<file path="src/design/mlfq_pkg.sv">
`timescale 1ns / 1ps
package mlfq_pkg;
   typedef enum logic [2:0] {
      OP_TICK = 3'd0, OP_ALLOC = 3'd1, OP_RUNNABLE = 3'd2,
      OP_BLOCK = 3'd3, OP_FREE = 3'd4, OP_PICK = 3'd5
   } op_type;

   typedef enum logic [1:0] {
      ST_UNUSED = 2'd0, ST_USED = 2'd1, ST_RUNNABLE = 2'd2, ST_RUNNING = 2'd3
   } status_type;

   typedef enum logic [1:0] {
      CSR_SLICE0 = 2'd0, CSR_SLICE1 = 2'd1, CSR_SLICE2 = 2'd2, CSR_BOOST = 2'd3
   } csr_type;

   typedef enum logic [1:0] {S_IDLE, S_SCAN, S_RESP} state_type;

   localparam logic [1:0] TOP_LEVEL = 2'd2;

   typedef struct packed {
      status_type  status;
      logic [1:0]  level;
      logic [7:0]  ticks;
      logic [63:0] stamp;
   } entry_type;

   // command to the head logic while a scan runs
   typedef struct packed {
      logic        active;
      logic [2:0]  op;
      logic        boost;
      logic [7:0]  slice0;
      logic [7:0]  slice1;
      logic [7:0]  slice2;
      logic        pick_hit;
      logic        alloc_hit;
   } ctl_type;
endpackage

</file>
<file path="src/design/mlfq_head.sv">
`timescale 1ns / 1ps
// acts on the entry leaving the row head before it re-enters the tail
module mlfq_head (
   input  mlfq_pkg::ctl_type    ctl,
   input  logic                 is_target,
   input  logic                 advance_req,
   input  logic [63:0]          stamp_now,
   input  mlfq_pkg::entry_type  entry_cur,
   output mlfq_pkg::entry_type  entry_next,
   output logic                 take_stamp,
   output logic                 yield_hit,
   output logic [1:0]           lvl_out,
   output logic [7:0]           rem_out
);
   logic [7:0] slice;
   logic [8:0] t;

   always_comb begin
      entry_next = entry_cur;
      take_stamp = 1'b0;
      yield_hit  = 1'b0;
      lvl_out    = '0;
      rem_out    = '0;
      unique case (entry_cur.level)
         2'd0:    slice = ctl.slice0;
         2'd1:    slice = ctl.slice1;
         default: slice = ctl.slice2;
      endcase
      t = {1'b0, entry_cur.ticks} + ((entry_cur.ticks == 8'hff) ? 9'd0 : 9'd1);
      if (ctl.active) begin
         if (ctl.boost && entry_cur.status != mlfq_pkg::ST_UNUSED) begin
            entry_next.level = '0;
            entry_next.ticks = '0;
            if (entry_cur.status == mlfq_pkg::ST_RUNNABLE) begin
               entry_next.stamp = stamp_now;
               take_stamp = 1'b1;
            end
         end
         case (ctl.op)
            mlfq_pkg::OP_TICK: begin
               if (is_target && advance_req
                   && entry_cur.status == mlfq_pkg::ST_RUNNING) begin
                  entry_next.ticks = t[7:0];
                  lvl_out = (entry_cur.level > mlfq_pkg::TOP_LEVEL) ?
                            mlfq_pkg::TOP_LEVEL : entry_cur.level;
                  rem_out = ({1'b0, slice} > t) ? 8'({1'b0, slice} - t) : 8'd0;
                  if (t >= {1'b0, slice}) begin
                     entry_next.level = (entry_cur.level < mlfq_pkg::TOP_LEVEL) ?
                                        entry_cur.level + 2'd1 : mlfq_pkg::TOP_LEVEL;
                     entry_next.ticks = '0;
                     entry_next.stamp = stamp_now;
                     take_stamp = 1'b1;
                     yield_hit  = 1'b1;
                  end
               end
            end
            mlfq_pkg::OP_ALLOC: begin
               if (ctl.alloc_hit) begin
                  entry_next.status = mlfq_pkg::ST_USED;
                  entry_next.level  = '0;
                  entry_next.ticks  = '0;
                  entry_next.stamp  = stamp_now;
                  take_stamp = 1'b1;
               end
            end
            mlfq_pkg::OP_RUNNABLE: begin
               if (is_target && entry_cur.status != mlfq_pkg::ST_UNUSED) begin
                  entry_next.status = mlfq_pkg::ST_RUNNABLE;
                  entry_next.ticks  = '0;
                  entry_next.stamp  = stamp_now;
                  take_stamp = 1'b1;
               end
            end
            mlfq_pkg::OP_BLOCK: begin
               if (is_target && entry_cur.status != mlfq_pkg::ST_UNUSED)
                  entry_next.status = mlfq_pkg::ST_USED;
            end
            mlfq_pkg::OP_FREE: begin
               if (is_target) entry_next = '0;
            end
            mlfq_pkg::OP_PICK: begin
               if (ctl.pick_hit) entry_next.status = mlfq_pkg::ST_RUNNING;
            end
            default: ;
         endcase
      end
   end
endmodule

</file>
<file path="config.mk">
export PLATFORM = sky130hd
export DESIGN_NAME = mlfq_head
export DESIGN_NICKNAME = d
export VERILOG_FILES = /design/src/design/mlfq_pkg.sv /design/src/design/mlfq_head.sv
export SDC_FILE = /design/constraint.sdc
export NUM_CORES = 1
export LEC_CHECK = 0
export ABC_CLOCK_PERIOD_IN_PS = 4700
export BUFFER_PORTS_ARGS = -buffer_cell sky130_fd_sc_hd__buf_2
export CAP_MARGIN = 15
export CORE_AREA = 2 2 100 102
export DETAILED_ROUTE_END_ITERATION = 10
export DIE_AREA = 0 0 102 104
export MAX_ROUTING_LAYER = met4
export PLACE_DENSITY = 0.61
export SYNTH_ARGS = -nofsm -noshare
export SYNTH_HDL_FRONTEND = slang
export SYNTH_SLANG_ARGS = --single-unit
</file>
<file path="constraint.sdc">
create_clock -name vclk -period 4.7
set_input_delay 0.47 -clock vclk [all_inputs]
set_output_delay 0.47 -clock vclk [all_outputs]
set_load 0.01 [all_outputs]
</file>
==> impl_metrics.env <==
export IMPL_ir_drop_mv=0.0596
export IMPL_avgRoutedWirePerCell_um=16.4
export IMPL_stdcell_count=673
export IMPL_final_antenna_net_count=0
export IMPL_hold_depth=3
export IMPL_dp_cells=663
export IMPL_num_rows=36
export IMPL_antenna_found_initial=7
export IMPL_dpl_cell_area_um2=3450
export IMPL_slew_headroom=0.635
export IMPL_fin_area_um2=3530
export IMPL_drive_gt1_frac=0.525
export IMPL_gp_congestion=0.990
export IMPL_synth_net_count=477
export IMPL_status="finished clean"
export IMPL_register_area_um2=0
export IMPL_synthTopCellsByArea="a22o_1 (27%), ha_1 (10%), nor2_1 (4.0%), mux2i_1 (3.9%), buf_6 (3.8%)"
export IMPL_die_h_um=104
export IMPL_via_per_inst=4.82
export IMPL_vias=3245
export IMPL_dr_wl_met2_mm=5.34
export IMPL_dp_hpwl_mm=9.31
export IMPL_syn_cell_area_um2=2080
export IMPL_grt_pass1_wl_mm=16.2
export IMPL_cts_hold_buf=0
export IMPL_drc=0
export IMPL_io_pins=261
export IMPL_grt_overflow=0
export IMPL_total_leakage_power_nw=1.93
export IMPL_synthTopCellsByCount="a22o_1 (64), nor2_1 (22), nand2_1 (20), inv_1 (18), ha_1 (17)"
export IMPL_grt_pass1_vias=3079
export IMPL_first_pass_iters=6
export IMPL_netlist_instances=286
export IMPL_rsz0062_at_grt="no"
export IMPL_hold_start="stamp_now[40]"
export IMPL_core_area_um2=9550
export IMPL_synth_distinct_cells=51
export IMPL_yosysWarnings=0
export IMPL_finalSetupViolations=0
export IMPL_end_kind="output pin"
export IMPL_post_route_period_util=0.944
export IMPL_fin_nets=726
export IMPL_finalPower_uw=429
export IMPL_hp_class="primary input to output pin"
export IMPL_initial_utilization=0.218
export IMPL_min_to="entry_next[40]"
export IMPL_critPathArrivalTime_ns=3.97
export IMPL_final_fill_count=1060
export IMPL_min_period_ns=4.44
export IMPL_wl_mm=11.0
export IMPL_dieArea_um2=10600
export IMPL_synth_top_area_cell="a22o_1"
export IMPL_track_usage=0.195
export IMPL_clock_buffers=0
export IMPL_pwr_density_cell_nw_per_um2=122
export IMPL_path_class="primary input to output pin"
export IMPL_route_layer_met1_wl_mm=4.47
export IMPL_highest_layer="met4"
export IMPL_hold_viol_final=0
export IMPL_grt_max_degree=43
export IMPL_required_ns=4.23
export IMPL_synthMostInstantiatedCell="a22o_1"
export IMPL_die_w_um=102
export IMPL_slew_viol_final=0
export IMPL_worstPathMaxFanout=42
export IMPL_drtIter0Drc=123
export IMPL_netlist_area_leader_share=0.270
export IMPL_n_sequential_cell=0
export IMPL_fmax_mhz=225
export IMPL_tns_ns=0
export IMPL_cap_violations=0
export IMPL_multi_input_area_um2=1890
export IMPL_area_growth_pct=69.8
export IMPL_ys_seq_area_frac=0
export IMPL_syn_mean_instance_area_um2=7.26
export IMPL_dr_wl_met3_mm=1.13
export IMPL_worst_slew_pin_transition_ns=0.544
export IMPL_port_buffers=261
export IMPL_cp_start_kind="primary input"
export IMPL_fin_util=0.369
## cell usage in the layout, fill, tap and decap left out, types with 2 or more instances in the layout
cell,synthesis,final
a32o_1,2,2
o21ai_1,3,3
o21bai_1,2,2
nand4_1,3,3
xnor2_1,5,5
a22o_1,64,64
nor2b_1,6,6
nand3_1,12,12
o21ai_0,13,13
a2bb2oi_1,2,2
xor2_1,7,6
nor3_1,4,4
o221ai_1,2,2
o2bb2ai_1,6,6
a21oi_1,12,12
diode_2,0,7
a2bb2oi_4,1,2
inv_1,18,18
o211ai_1,2,2
buf_2,8,261
nor2_1,22,22
a22oi_1,2,2
ha_1,17,17
buf_4,3,6
a31oi_1,2,2
nand2b_1,3,3
or3_1,2,2
nand2_1,20,20
mux2i_1,8,8
and3_1,2,2
## metrics by stage
stage / setup slack (ns) / hold WS (ns)
global placement: 0.119 / 1.24
detailed placement: -0.0519 / 1.24
global route: 0.0159 / 1.25
finish: 0.261 / 1.23
floorplan: 0.852 / 1.07
CTS: 0.0874 / 1.24
## power breakdown
part / internal, mW / switching (mW)
registers: 0 / 0
logic: 0.209 / 0.220
clock network: 0.000000200 / 0
## how the worst max path moves through the flow
stage                                end          start  slack (ns)  depth (start not counted)
after floorplan           entry_next[10]  entry_cur[66]        0.85                         17
after CTS                 entry_next[48]  entry_cur[67]        0.09                         17
final                     entry_next[50]  entry_cur[67]        0.26                         18
after global placement    entry_next[48]  entry_cur[67]        0.12                         17
after global routing      entry_next[48]  entry_cur[67]        0.02                         18
after detailed placement  entry_next[48]  entry_cur[67]       -0.05                         17
## kinds of logic (layout without fill, tap and decap cells)
group / Yosys count / after routing / synth area share
simple gates: 85 / 85 / 0.216
other cells: 0 / 7 / 0
fa+ha+maj: 19 / 19 / 0.117
buf+inv: 42 / 288 / 0.111
mux: 8 / 8 / 0.0386
compound gates: 120 / 121 / 0.467
xor+xnor: 12 / 12 / 0.0506
## final cells by class
cell class | instances | share of cell area
inverter | 19 | 0.0202
timing repair buffer | 269 | 0.393
tap | 133 | 0.0472
antenna | 7 | 0.00497
multi-input combinational | 245 | 0.535
## routing by layer
metal | global-route usage | up-vias
li1 | - | 1607
met5 | - | -
met4 | 0.0114 | 0
met1 | 0.223 | 1467
met3 | 0.0659 | 6
met2 | 0.345 | 165
## worst max-delay path, cell delays in order
cell	delay, ns
buf_2	0.13
and4_4	0.26
and3_1	0.16
nand3_1	0.08
ha_1	0.23
ha_1	0.28
nand3_1	0.13
xor2_1	0.26
ha_1	0.33
nand3_1	0.12
o21bai_1	0.12
a31oi_1	0.15
nor3_4	0.33
buf_4	0.25
o2bb2ai_4	0.08
buf_8	0.19
a22o_1	0.22
buf_2	0.15
## timing repair
action                     4_1_cts  5_1_grt
gates cloned                     1        0
gates resized for setup          1        4
pin swaps                        1        1
buffers inserted                 0        2
setup endpoints to repair       35       57
Note: power is estimated with default switching activity, not from simulation.
