**src/design/mlfq_pkg.sv**
```systemverilog
`timescale 1ns / 1ps
package mlfq_pkg;
   typedef enum logic [2:0] {
      OP_TICK = 3'd0, OP_ALLOC = 3'd1, OP_RUNNABLE = 3'd2,
      OP_BLOCK = 3'd3, OP_FREE = 3'd4, OP_PICK = 3'd5
   } op_type;

   typedef enum logic [1:0] {
      ST_UNUSED = 2'd0, ST_USED = 2'd1, ST_RUNNABLE = 2'd2, ST_RUNNING = 2'd3
   } status_type;

   typedef enum logic [1:0] {
      CSR_SLICE0 = 2'd0, CSR_SLICE1 = 2'd1, CSR_SLICE2 = 2'd2, CSR_BOOST = 2'd3
   } csr_type;

   typedef enum logic [1:0] {S_IDLE, S_SCAN, S_RESP} state_type;

   localparam logic [1:0] TOP_LEVEL = 2'd2;

   typedef struct packed {
      status_type  status;
      logic [1:0]  level;
      logic [7:0]  ticks;
      logic [63:0] stamp;
   } entry_type;

   // command to the head logic while a scan runs
   typedef struct packed {
      logic        active;
      logic [2:0]  op;
      logic        boost;
      logic [7:0]  slice0;
      logic [7:0]  slice1;
      logic [7:0]  slice2;
      logic        pick_hit;
      logic        alloc_hit;
   } ctl_type;
endpackage

```
**src/design/mlfq_cell.sv**
```systemverilog
`timescale 1ns / 1ps
// one table entry; the head cell's entry is acted on, then the row rotates
module mlfq_cell (
   input  logic                 clock,
   input  logic                 reset,
   input  logic                 shift,
   input  mlfq_pkg::entry_type  prev_entry,
   output mlfq_pkg::entry_type  entry_out
);
   mlfq_pkg::entry_type entry_ff;

   always_ff @(posedge clock) begin
      if (reset) begin
         entry_ff <= '0;
      end else if (shift) begin
         entry_ff <= prev_entry;
      end
   end

   assign entry_out = entry_ff;
endmodule

```
**config.mk**
```make
export PLATFORM = sky130hd
export DESIGN_NAME = mlfq_cell
export DESIGN_NICKNAME = d
export VERILOG_FILES = /design/src/design/mlfq_pkg.sv /design/src/design/mlfq_cell.sv
export SDC_FILE = /design/constraint.sdc
export NUM_CORES = 1
export LEC_CHECK = 0
export ABC_AREA = 1
export BUFFER_PORTS_ARGS = -buffer_cell sky130_fd_sc_hd__buf_2
export CORE_ASPECT_RATIO = 1.5
export CORE_MARGIN = 4
export CORE_UTILIZATION = 41
export CTS_CLUSTER_DIAMETER = 150
export DETAILED_ROUTE_END_ITERATION = 10
export PLACE_DENSITY = 0.88
export SLEW_MARGIN = 15
export SYNTH_ARGS = -nofsm -noshare
export SYNTH_HDL_FRONTEND = slang
export SYNTH_SLANG_ARGS = --single-unit
export TNS_END_PERCENT = 50
```
**constraint.sdc**
```tcl
create_clock -name clock -period 0.8 [get_ports clock]
set_input_delay 0.04 -clock clock [delete_from_list [all_inputs] [get_ports clock]]
set_output_delay 0.04 -clock clock [all_outputs]
set_load 0.05 [all_outputs]
```
==> flow_summary.toml, run 1 <==
[job]
max_cap_violations = 0

[logic_synthesis]
syn-num-nets = 561
synthDistinctLibCells = 8
yosys.area.top_type = "dfxtp_1"
synth_area_leaders = "dfxtp_1 49%, nand2_1 18%, nor2_1 18%"
yosysSeqAreaShare = 0.490
syn_area_um2 = 3110
netlist_instances = 482
avgSynthCellArea_um2 = 6.45
synth.top_cell.area_share = 0.490
ys_seq_elements = 76
yosysWarnings = 0

[placed_design]
placedInstanceArea_um2 = 4030
dpl.hpwl_mm = 5.67
io_buffers = 154
gp_congestion = 0.732
placed_cells = 718

[clocking]
cts_buffer_depth = 2
clk_pin_slew_ns = 0.07
cts_max_level = 3
cts.sinks = 76
cts_root_buffer = "clkbuf_8"
cts_buffers = 9
clock_latency_ns = 0.33
cts_tree = "yes"

[setup_path]
path_cells = "buf_8"
required_ns = 0.76
cp.arrival_ns = 0.85
critical_path.slowest_cell = "dfxtp_2"
path_delay_family = "flip-flops"
cp-start-kind = "flip-flop"
crit_fanout = 2
crit_type = "reg -> out"
critPathBufInv = 1
slowest_delay_ns = 0.37
r2r_slack_ns = 0.05
cp-end-kind = "output port"

[grt]
grt_pass1_vias = 3890
grt_pass1_wl_mm = 18.3
gr-total-overflow = 0
antenna_found_initial = 1
grt_max_degree = 54
grt_use_total = 0.261

[finish]
fin_nets = 787
fin_area_um2 = 5770
syn2layout_area_growth_pct = 85.5
final_cell_mix = "152 x nor2_1, 152 x nand2_1, 77 x buf_2, 76 x inv_1, 76 x dfxtp_2"
drive_gt1_frac = 0.365
final_cell_count_no_fill = 815
largest_reg_flops = 76

[drt]
vias_per_cell = 4.52
dr_total_vias = 3682
drt_wl_total_mm = 11.7
ant_nets = 0
wl_per_cell_um = 14.3
first_pass_iters = 4
route.detailed.drc = 0
drt_iter0_drc = 176

[floorplan]
rows = 38
io_pins = 155
start_util = 0.424
die_h_um = 115
die-area_um2 = 9070
die_width_um = 79.1
design.core.area_um2 = 7320

[sta]
slew_violations = 0
post-route-min-period_ns = 0.895
skew_ns = 0
finalHoldViolCount = 0
max_freq_mhz = 1120
rsz0062_at_grt = "true"
final.period_utilization = 1.12
setup_slack_ns = -0.0946
slew_headroom = 0.860
setup_viol = 76
tightest_slew_ns = 0.210

[status]
status = "complete, but fails checks"
failed_checks = "setup timing"

[hold_path]
hold_path.class = "in -> reg"

[power_and_ir_drop]
irDropWorstVdd_v = 0.00114
power_density_nw_per_um2 = 1760
total_power_uw = 10100
p_leak_uw = 0.00312
-- cell families (layout without fill, tap and decap cells) --
kind of cell,count (synthesis),count (layout),synth area share
AND/OR/NAND/NOR,304,304,0.367
buffers and inverters,102,333,0.143
flip-flops,76,76,0.490
other,0,2,0
-- per-stage QoR --
step	utilization	setup slack (ns)	setup TNS [ns]	hold WS, ns
after floorplan	-	-0.0352	-1.34	0.221
after global placement	0.550	0.0954	0	0.321
after detailed placement	0.550	0.0788	0	0.333
after CTS	0.772	-0.104	-6.63	0.00238
after global routing	0.787	-0.133	-8.90	0.0249
final	0.787	-0.0946	-5.51	0.0166
-- path summary, 6_finish.rpt --
kind | to | cells past startpoint | startpoint
worst max-delay path | entry_out[25] | 1 | entry_out[25]
worst min register to register | entry_out[9] | 2 | entry_out[9]
worst max register to register | entry_out[54] | 3 | entry_out[54]
worst min-delay path | entry_out[16] | 5 | prev_entry[16]
-- per-layer routing --
layer | global-route usage | share of wire | up-vias
li1 | - | - | 1808
met1 | 0.234 | 0.32 | 1672
met2 | 0.497 | 0.56 | 146
met3 | 0.0795 | 0.066 | 56
met4 | 0.157 | 0.053 | 0
met5 | 0 | 0 | -
-- power by group --
| part | internal (uW) | switching [uW] |
|---|---|---|
| sequential | 4110 | 252 |
| clock | 1380 | 1340 |
| combinational | 1350 | 1690 |
-- layout make-up --
cell class | instances | area, um2
diodes | 2 | 5.00
clock buffers | 15 | 176
clock inverters | 1 | 5.00
fillers | 426 | 1560
inverters | 77 | 289
multi-input cells | 304 | 1140
flip-flops and latches | 76 | 1620
well taps | 100 | 125
repair buffers | 240 | 2410
-- synthesized netlist by cell type --
cell type  instances
inv_1             77
nor2_1           152
buf_2             11
nand2_1          152
clkbuf_1           3
dfxtp_1           76
buf_6              2
buf_4              9
-- repair_timing --
action / in CTS / in global routing
buffers inserted: 1 / 8
hold endpoints to repair: 70 / 0
endpoints found under the setup margin: 76 / 76
hold buffers: 70 / 0
resized for setup: 248 / 12
Note: power is estimated with default switching activity, not from simulation.
==> inputs of run 2 (changes only) <==
- CORE_UTILIZATION: 41 -> 43
- CTS_BUF_LIST: not set -> sky130_fd_sc_hd__clkbuf_8
- CTS_CLUSTER_DIAMETER: 150 -> not set
- PLACE_DENSITY: 0.88 -> 0.91
- SKIP_CTS_REPAIR_TIMING: not set -> 1
==> run 2 against run 1 <==
Compared with the run above:
- the flow finishes with violations (hold timing, setup timing)
- first-iteration DRC count shrank 13%
- fmax is essentially flat
- combinational power down 10%
- register-to-register slack gained 0.03 ns
- power fell by 5.0%
- setup slack better by 0.00063 ns
- final cell count decreased by 11%
- critical endpoint is now entry_out[69]
- largest power group unchanged
- highest routed layer unchanged
==> flow_summary.toml, run 2 (synthesis gave the netlist of run 1 again) <==
[finish]
syn2layout_area_growth_pct = 64.2
drive_gt1_frac = 0.386
final_cell_mix = "152 x nor2_1, 152 x nand2_1, 78 x inv_1, 77 x buf_2, 76 x dfxtp_2"
largest_reg_flops = 76
fin_nets = 725

[grt]
antenna_found_initial = 0
gr-total-overflow = 0
grt_use_total = 0.171
grt_pass1_wl_mm = 12.2
grt_max_degree = 56
grt_pass1_vias = 2975

[clocking]
clock_latency_ns = 0.34
cts_tree = "yes"
cts_buffers = 9
cts_max_level = 3
clk_pin_slew_ns = 0.07
cts_root_buffer = "clkbuf_8"
cts.sinks = 76
cts_buffer_depth = 2

[drt]
first_pass_iters = 4
ant_nets = 0
drt_wl_total_mm = 9.69
vias_per_cell = 4.59
wl_per_cell_um = 13.3
dr_total_vias = 3348
route.detailed.drc = 0
drt_iter0_drc = 154

[setup_path]
path_delay_family = "flip-flops"
critical_path.slowest_cell = "dfxtp_2"
required_ns = 0.76
critPathBufInv = 1
path_cells = "buf_8"
cp-end-kind = "output port"
slowest_delay_ns = 0.36
crit_type = "reg -> out"
crit_fanout = 2
cp-start-kind = "flip-flop"
cp.arrival_ns = 0.85

[placed_design]
gp_congestion = 0.723
io_buffers = 154
dpl.hpwl_mm = 5.69

[sta]
tightest_slew_ns = 0.212
fin_tns_setup_ns = -5.70
post-route-min-period_ns = 0.894
final.period_utilization = 1.12
slew_violations = 0
max_freq_mhz = 1120
skew_ns = 0
finalHoldViolCount = 18
holdWs_ns = -0.0159
setup_viol = 76
slew_headroom = 0.859
rsz0062_at_grt = "true"
setup_slack_ns = -0.0939

[floorplan]
start_util = 0.448
io_pins = 155
die-area_um2 = 8680
design.core.area_um2 = 6940
die_width_um = 77.4
rows = 37
die_h_um = 112

[job]
max_cap_violations = 0

[status]
status = "complete, but fails checks"
failed_checks = "hold timing, setup timing"

[power_and_ir_drop]
sw_frac_of_total = 0.326
p_sw_uw = 3130
p_clk_frac = 0.264
p_comb_frac = 0.284
p_int_uw = 6490
p_leak_uw = 0.00284
power_density_nw_per_um2 = 1890
p_seq_frac = 0.452
irDropWorstVdd_v = 0.00145

[hold_path]
hold_path.class = "in -> reg"
-- run 2: path summary, 6_finish.rpt --
kind	startpoint	to	slack (ns)	depth (start not counted)
hold / removal	prev_entry[35]	entry_out[35]	-0.02	5
hold reg to reg	entry_out[4]	entry_out[4]	0.48	2
setup reg to reg	entry_out[45]	entry_out[45]	0.08	3
setup / recovery	entry_out[69]	entry_out[69]	-0.09	1
-- run 2: stage by stage --
stage / worst slack [ns] / cell area, um2 / util / power [uW] / std cells
finish: -0.0939 / 5100 / 0.735 / 9620 / 729
global route: -0.133 / 5100 / 0.734 / 10100 / 728
CTS: -0.210 / 4160 / 0.599 / 8950 / 710
detailed placement: 0.0702 / 3990 / 0.575 / 6430 / 695
global placement: 0.0876 / 3990 / 0.575 / 6360 / 695
floorplan: -0.0352 / 3160 / - / 5840 / 482
-- run 2: power by group through the flow --
stage	Clock, uW	Sequential, uW	Combinational (uW)
2_1_floorplan	0	5210	626
3_3_place_gp	0	4280	2080
5_1_grt	2790	4380	2900
4_1_cts	2600	4210	2140
3_5_place_dp	0	4290	2130
6_report	2540	4350	2730
-- run 2: per-layer routing --
| metal | GRT usage | share of wire | up-vias |
|---|---|---|---|
| met5 | 0 | 0 | - |
| met4 | 0.0843 | 0.049 | 0 |
| met1 | 0.173 | 0.34 | 1498 |
| met3 | 0.0514 | 0.062 | 36 |
| li1 | - | - | 1681 |
| met2 | 0.313 | 0.55 | 133 |
-- run 2: area by class of cell --
cell class                      count  area, um2
Sequential cell                    76       1620
Clock buffer                       11        151
Tap cell                           78       97.6
Antenna cell                        1       2.50
Timing Repair Buffer              178       1790
Clock inverter                      4       17.5
Fill cell                         464       1840
Inverter                           77        289
Multi-Input combinational cell    304       1140
-- run 2: worst register-to-register path, cell delays in order (launching register included) --
cell and delay (ns):
dfxtp_2 0.34, buf_4 0.12, nor2_1 0.11, nor2_1 0.06
==> inputs of run 3 (changes only) <==
- ABC_AREA: 1 -> 0
- CORE_UTILIZATION: 43 -> 41
- PLACE_DENSITY: 0.91 -> 0.9
==> run 3 against run 2 <==
Compared with the run above:
- the run still ends with hold timing, setup timing left
- global-route usage decreased by 0.67 points
- clock skew unchanged
- sequential share of layout area decreased by 1.0 points
- register-to-register slack got worse by 0.07 ns
- critical path depth unchanged
- via count decreased by 18%
- count of clock-buffer cells in the layout decreased by 1
- power decreased by 0.95%
- critical path type unchanged
- critical endpoint is now entry_out[4]
==> flow_summary.toml, run 3 <==
[status]
status = "complete, but fails checks"
failed_checks = "hold timing, setup timing"

[grt]
gr-total-overflow = 0
antenna_found_initial = 0
grt_pass1_wl_mm = 10.1
grt_max_degree = 62
grt_pass1_vias = 2314
grt_use_total = 0.164

[setup_path]
crit_end = "entry_out[4]"
critPathBufInv = 1
crit_fanout = 2
slowest_delay_ns = 0.39
required_ns = 0.76
crit_type = "reg -> out"
path_cells = "buf_8"
r2r_start = "entry_out[33]"
cp-end-kind = "output port"
path_delay_family = "flip-flops"
cp.arrival_ns = 0.90
critical_path.slowest_cell = "dfxtp_2"
r2r_slack_ns = 0.01
path_depth = 1
r2r_cells = 3
cp-start-kind = "flip-flop"
setup.worst_path.start = "entry_out[4]"
r2r_end = "entry_out[33]"

[drt]
wl_per_cell_um = 19.2
ant_nets = 0
drt_iter0_drc = 152
first_pass_iters = 4
dr_total_vias = 2754
vias_per_cell = 4.94
drt_wl_total_mm = 10.7
route.detailed.drc = 0

[placed_design]
io_buffers = 154
dp_slack_ns = -0.0349
gp_congestion = 0.696
placedInstanceArea_um2 = 3570
dpl.hpwl_mm = 4.95

[power_and_ir_drop]
irDropWorstVdd_v = 0.00139
total_power_uw = 9530
p_int_uw = 6460
p_comb_frac = 0.270
p_sw_uw = 3070
p_leak_uw = 0.00254
p_seq_frac = 0.450
power_density_nw_per_um2 = 1810
p_clk_frac = 0.280
sw_frac_of_total = 0.322

[sta]
holdWs_ns = -0.0228
final.period_utilization = 1.17
slew_headroom = 0.832
skew_ns = 0
setup_slack_ns = -0.138
setup_viol = 76
rsz0062_at_grt = "true"
finalHoldViolCount = 1
post-route-min-period_ns = 0.938
max_freq_mhz = 1070
fin_tns_setup_ns = -6.80
tightest_slew_ns = 0.245
slew_violations = 0

[floorplan]
start_util = 0.421
die_h_um = 108
design.core.area_um2 = 6490
die_width_um = 74.6
io_pins = 155
die-area_um2 = 8050
rows = 36

[logic_synthesis]
ys_seq_elements = 76
yosys.area.top_type = "dfxtp_1"
synthDistinctLibCells = 7
synth_common_cells = "76 x dfxtp_1, 76 x mux2i_1, 76 x nor2_1, 7 x clkbuf_1, 5 x buf_12"
yosysWarnings = 0
syn_area_um2 = 2730
yosysSeqAreaShare = 0.558
netlist_instances = 245
syn-num-nets = 324
synth.top_cell.area_share = 0.558
ys.flop_type = "dfxtp_1"
avgSynthCellArea_um2 = 11.1
synth-edff-count = 0
ys_async_sr_fraction = 0
synth_area_leaders = "dfxtp_1 56%, mux2i_1 28%, nor2_1 10%"

[finish]
fin_area_um2 = 5270
largest_reg_flops = 76
fin_nets = 555
drive_gt1_frac = 0.530
final_common_cell = "buf_2"
syn2layout_area_growth_pct = 93.2
final_cell_mix = "77 x buf_2, 76 x nor2_1, 76 x dfxtp_2, 75 x mux2i_1, 74 x dlygate4sd3_1"

[clocking]
clock_latency_ns = 0.33
cts_buffer_depth = 2
cts_max_level = 3
cts_buffers = 9
clk_pin_slew_ns = 0.10
cts_tree = "yes"
cts.sinks = 76
cts_root_buffer = "clkbuf_8"

[job]
max_cap_violations = 0

[hold_path]
hold_path.class = "in -> reg"
## run 3: cell types whose count changed after synthesis, sizes merged
| cell | change |
|---|---|
| nand2 | -152 |
| clkbuf | +4 |
| buf | -12 |
| nor2 | -76 |
| inv | -77 |
| mux2i | +76 |
## run 3: cell families (layout without fill, tap and decap cells)
family	count (synthesis)	after routing	synth area share
buffers and inverters	17	253	0.0591
other	0	1	0
muxes	76	76	0.279
and+or+nand+nor	76	76	0.105
DFF	76	76	0.558
## run 3: power by group through the flow
stage                     logic, uW  clock network, uW  registers, uW
after detailed placement       1780                  0           4230
after CTS                      1770               2680           4140
after global routing           2680               2870           4310
after floorplan                 507                  0           5010
final                          2570               2670           4280
after global placement         1740                  0           4220
## run 3: worst min path at each step
stage / from / endpoint / slack (ns) / cells after the start
final: prev_entry[33] / entry_out[33] / -0.02 / 3
after global routing: prev_entry[33] / entry_out[33] / 0.005 / 3
after CTS: prev_entry[5] / entry_out[5] / -0.09 / 3
after detailed placement: prev_entry[44] / entry_out[44] / 0.28 / 3
after global placement: prev_entry[25] / entry_out[25] / 0.27 / 3
after floorplan: prev_entry[0] / entry_out[0] / 0.19 / 2
## run 3: metal layers
layer | routed length, um | GRT usage | vias to the layer above
met5 | 0 | 0 | -
met2 | 5580 | 0.279 | 174
met1 | 3530 | 0.172 | 1255
met3 | 911 | 0.0514 | 56
met4 | 717 | 0.0980 | 0
li1 | - | - | 1269
## run 3: final cells by class
type,count,area [um2]
fillers,342,1210
clock inverters,6,40.0
diodes,1,2.50
clock buffers,10,138
repair buffers,237,2330
well taps,76,95.1
multi-input cells,152,1050
flip-flops and latches,76,1620
## run 3: per-stage QoR
step	util	instances
2_1_floorplan	-	245
4_1_cts	0.578	481
6_report	0.813	558
5_1_grt	0.813	557
3_5_place_dp	0.551	465
3_3_place_gp	0.551	465
